File: src/rtl/sctl_pkg.sv
// ----------------------------------------------------------------------------
// sctl_pkg
// Shared constants and types for the sector cache tag and lru controller.
// ----------------------------------------------------------------------------
package sctl_pkg;
  localparam int SLOTS = 64;
  localparam int SLOT_BITS = $clog2(SLOTS);
  localparam int SECTOR_BITS = 32;
  localparam int STAMP_BITS = 32;

  localparam logic [1:0] MODE_READ  = 2'd0;
  localparam logic [1:0] MODE_WRITE = 2'd1;
  localparam logic [1:0] MODE_FLUSH = 2'd2;

  localparam logic [1:0] KIND_WB   = 2'd0;
  localparam logic [1:0] KIND_FILL = 2'd1;
  localparam logic [1:0] KIND_DONE = 2'd2;

  // search token passed along the row, one cell per cycle
  typedef struct packed {
    logic                   hit;
    logic [SLOT_BITS-1:0]   hit_idx;
    logic                   inv;
    logic [SLOT_BITS-1:0]   inv_idx;
    logic [STAMP_BITS-1:0]  best_stamp;
    logic [SLOT_BITS-1:0]   best_idx;
  } srch_t;

  // command broadcast from the sequencer to the cells
  typedef struct packed {
    logic                   wr;      // install or update the addressed slot
    logic [SLOT_BITS-1:0]   idx;
    logic                   set_tag;
    logic [SECTOR_BITS-1:0] tag;
    logic                   set_dirty;
    logic                   dirty;
    logic                   set_stamp;
    logic [STAMP_BITS-1:0]  stamp;
  } cmd_t;
endpackage

File: src/rtl/sctl_cell.sv
// ----------------------------------------------------------------------------
// sctl_cell
// One cache slot: holds valid, dirty, tag and stamp, folds its state into the
// search token passing by and forwards the token to the next cell.
// ----------------------------------------------------------------------------
module sctl_cell
  import sctl_pkg::*;
(
  input  logic                   clk,
  input  logic                   rst,
  input  logic [SLOT_BITS-1:0]   my_idx,
  input  logic [SECTOR_BITS-1:0] key,
  input  logic                   first,
  input  srch_t                  tok_in,
  output srch_t                  tok_out,
  input  cmd_t                   cmd,
  input  logic                   clean,
  output logic                   valid,
  output logic                   dirty,
  output logic [SECTOR_BITS-1:0] tag
);
  logic [STAMP_BITS-1:0] stamp;
  srch_t t;
  logic  sel;

  assign sel = cmd.wr && (cmd.idx == my_idx);

  always_comb begin
    t = tok_in;
    if (first) begin
      t.hit = 1'b0;
      t.inv = 1'b0;
      t.best_stamp = stamp;
      t.best_idx = my_idx;
      t.hit_idx = '0;
      t.inv_idx = '0;
    end else if (stamp < tok_in.best_stamp) begin
      t.best_stamp = stamp;
      t.best_idx = my_idx;
    end
    if (!t.hit && valid && tag == key) begin
      t.hit = 1'b1;
      t.hit_idx = my_idx;
    end
    if (!t.inv && !valid) begin
      t.inv = 1'b1;
      t.inv_idx = my_idx;
    end
  end

  always_ff @(posedge clk) begin
    tok_out <= t;
    if (rst) begin
      valid <= 1'b0;
      dirty <= 1'b0;
      stamp <= '0;
    end else begin
      if (sel) begin
        valid <= 1'b1;
        if (cmd.set_dirty) dirty <= cmd.dirty;
        if (cmd.set_stamp) stamp <= cmd.stamp;
      end
      if (clean) dirty <= 1'b0;
    end
    if (sel && cmd.set_tag) tag <= cmd.tag;
  end
endmodule

File: config.mk
export PLATFORM = sky130hd
export DESIGN_NAME = sctl_cell
export DESIGN_NICKNAME = d
export VERILOG_FILES = /design/src/rtl/sctl_pkg.sv /design/src/rtl/sctl_cell.sv
export SDC_FILE = /design/constraint.sdc
export NUM_CORES = 1
export LEC_CHECK = 0
export BUFFER_PORTS_ARGS = -buffer_cell sky130_fd_sc_hd__buf_2
export CORE_ASPECT_RATIO = 0.8
export CORE_UTILIZATION = 45
export CTS_CLUSTER_SIZE = 14
export DETAILED_ROUTE_END_ITERATION = 6
export GPL_TIMING_DRIVEN = 0
export PLACE_DENSITY = 0.81
export SETUP_SLACK_MARGIN = 0.2
export SLEW_MARGIN = 0
export SYNTH_ARGS = -nofsm -noshare
export SYNTH_HDL_FRONTEND = slang
export SYNTH_SLANG_ARGS = --single-unit
File: constraint.sdc
create_clock -name clk -period 6.1 [get_ports clk]
set_input_delay 0.61 -clock clk [delete_from_list [all_inputs] [get_ports clk]]
set_output_delay 0.61 -clock clk [all_outputs]
set_load 0.02 [all_outputs]
==> impl_metrics.yaml <==
status:
  status: "finished clean"
cts:
  clock_latency_ps: 410
  cts_hold_buf: 0
  cts_buffers: 17
  cts.htree.levels: 4
  clk_pin_slew_worst_paths_ps: 50
  cts_tree: "built"
  cts.path.max_buffers: 2
  cts_sinks: 118
  cts-root-buf: "clkbuf_16"
  cts_setup_buffers: 0
  cts_resized: 0
worst_setup_path:
  startpoint_type: "primary input"
  crit_type: "primary input to flop"
  crit_fanout: 10
  worstPathCellList: "buf_2 -> inv_1 -> ha_1 -> a211oi_2 -> o21ai_1 -> a41oi_1 -> o21ai_1 -> a41oi_2 -> buf_6 -> buf_12 -> mux2_4"
  r2r_cells: 9
  cp-end-kind: "flop"
  arrival_ps: 2670
  required_ps: 6380
  r2r_start: "stamp[2]"
  critPathMaxStageDelay_ps: 310
  critPathSlowestCell: "mux2_4"
  crit_path_frequent_cell: "o21ai_1"
  crit_path_start: "tok_in[8]"
final_layout:
  layout.area.seq_um2: 2680
  multi_input_area_um2: 2220
  fill_cells: 866
  fin_area_um2: 7120
  final_util_pct: 64.9
  final_nets: 940
  area_growth_pct: 38.5
  drive_gt1_share_pct: 45.0
sta:
  setup_viol_count_final: 0
  fin_setup_tns_ps: 0
  report.final.slew_viol_count: 0
  min_period_ps: 2390
  skew_ps: 11.8
  finalCritPeriodShare_pct: 39.1
  worst_slew_pin_slew_ps: 740
  rsz0062_at_grt: "no"
  max_slew_margin_pct: 50.7
  hold_violations: 0
  fmax_mhz: 419
floorplan:
  ios: 255
  die_h_um: 97.6
  dieArea_um2: 11900
  core_um2: 11000
  initial_core_util_pct: 46.8
  core.rowCount: 34
  dieWidth_um: 121
yosys:
  syn-num-nets: 668
  ys_ff_latch: 118
  synth_cell_types: 35
  yosys_warnings: 0
  ys_seq_area_share_pct: 52.2
  syn-cell-area_um2: 5140
  postSynthAreaPerCell_um2: 11.0
  syn_inst: 468
placed_design:
  port_buffers: 253
  place_area_um2: 6590
  place.gp.congestion: 1.01
  post-dp-hpwl_um: 11600
hold_path:
  min_from: "clean"
  min_path_type: "primary input to flop"
  whs_path_depth: 2
routing:
  wirelength_um: 14700
  top_layer_used: "met4"
  wl_met3_um: 1030
  viasPerCell: 4.91
  m1WireLength_um: 6040
  drtAntennaViolNets: 0
  met2_length_um: 7330
  drc: 0
  drt_iter0_drc: 199
  dr.pass1.iters: 4
  wl_per_cell_um: 16.3
  vias: 4406
grt:
  grt_max_degree: 33
  antenna_found_initial: 1
  track_usage_pct: 25.1
  gr-total-overflow: 0
  grt_first_pass_wirelength_um: 22300
  grt_pass1_vias: 4500
power:
  irDropWorstVdd_mv: 0.180
  p_leak_nw: 3.54
  pwr_density_cell_nw_per_um2: 260
  total_power_w: 0.00185
flow_run:
  cap_violations: 0
-- synthesized netlist by cell type --
cell	n	area, um^2
dfxtp_1	86	1720
nand2_1	80	300
a21oi_1	47	235
inv_1	33	124
edfxtp_1	32	961
ha_1	31	388
xor2_1	30	263
mux2_2	24	270
mux2_4	20	300
nor2_1	10	37.5
o21ai_0	8	40.0
xnor2_1	8	70.1
clkbuf_1	7	26.3
nor2b_1	7	43.8
nor4_1	7	43.8
a22o_1	6	52.6
buf_2	5	25.0
nand4_1	4	25.0
nor3_1	3	15.0
a21o_1	2	15.0
and2_1	2	12.5
buf_12	2	40.0
o21ai_1	2	10.0
a211oi_1	1	7.51
a211oi_2	1	12.5
a41oi_1	1	8.76
a41oi_2	1	16.3
and4_1	1	8.76
buf_4	1	7.51
buf_6	1	11.3
mux2i_1	1	10.0
nand3_1	1	5.00
nand4_2	1	12.5
nor4_2	1	12.5
o22ai_1	1	6.26
-- stage by stage --
stage | hold WS (ps) | worst slack (ps) | instances
CTS | 356 | 3420 | 897
global route | 359 | 3580 | 898
finish | 370 | 3710 | 898
global placement | 457 | 3100 | 865
detailed placement | 460 | 3000 | 865
floorplan | 446 | 3670 | 468
-- final timing paths --
check                     end  slack [ps]
setup / recovery  tok_out[20]        3710
hold / removal          dirty         370
setup reg to reg  tok_out[20]        3720
hold reg to reg      stamp[0]         470
-- kinds of logic after synthesis --
family / after synthesis / synth area share [%]
fa+ha+maj: 31 / 7.55
mux: 45 / 11.3
flops: 118 / 52.2
simple gates: 117 / 10.1
xor+xnor: 38 / 6.48
compound gates: 70 / 7.86
buf+inv: 49 / 4.55
-- power breakdown --
group | switching [W] | internal, W | leakage [nW] | total (W)
registers | 0.00000413 | 0.000816 | 0.987 | 0.000820
clock network | 0.000338 | 0.000549 | 0.262 | 0.000886
logic | 0.0000728 | 0.0000700 | 2.29 | 0.000143
-- layer usage --
metal	up-vias	GRT usage [%]
li1	2150	-
met3	19	6.92
met4	0	10.2
met1	2065	29.2
met2	172	43.1
met5	-	0
-- final cells by class --
type	instances	share of cell area [%]
Timing Repair Buffer	253	17.8
Multi-Input combinational cell	301	31.2
Clock buffer	23	6.73
Clock inverter	9	0.721
Buffer	16	1.55
Antenna cell	1	0.0351
Tap cell	144	2.53
Inverter	33	1.74
Sequential cell	118	37.7
-- flip-flops by register name, indices dropped and copies added (netlist names) --
signal   flops
tag         32
tok_out     52
valid        1
dirty        1
stamp       32
-- worst max-delay path, delay by kind of cell --
family	cells	cell delay, ps
buffers and inverters	4	510
adder cells (fa/ha/maj)	1	300
AO/OA/AOI/OAI	5	930
multiplexers	1	310
-- cell usage in the layout (no fill, tap or decap), types with 2 or more instances in the layout --
cell | netlist | layout
a21o_1 | 2 | 2
a21oi_1 | 47 | 47
a22o_1 | 6 | 6
buf_12 | 2 | 2
buf_2 | 5 | 258
clkbuf_1 | 7 | 11
clkbuf_16 | 0 | 18
clkinv_2 | 0 | 6
clkinvlp_4 | 0 | 2
dfxtp_1 | 86 | 86
edfxtp_1 | 32 | 32
ha_1 | 31 | 31
inv_1 | 33 | 33
mux2_2 | 24 | 24
mux2_4 | 20 | 20
nand2_1 | 80 | 80
nand4_1 | 4 | 4
nor2_1 | 10 | 10
nor2b_1 | 7 | 7
nor3_1 | 3 | 3
nor4_1 | 7 | 7
o21ai_0 | 8 | 8
o21ai_1 | 2 | 2
xnor2_1 | 8 | 8
xor2_1 | 30 | 30
No activity file was read; power rests on OpenSTA's default activity.
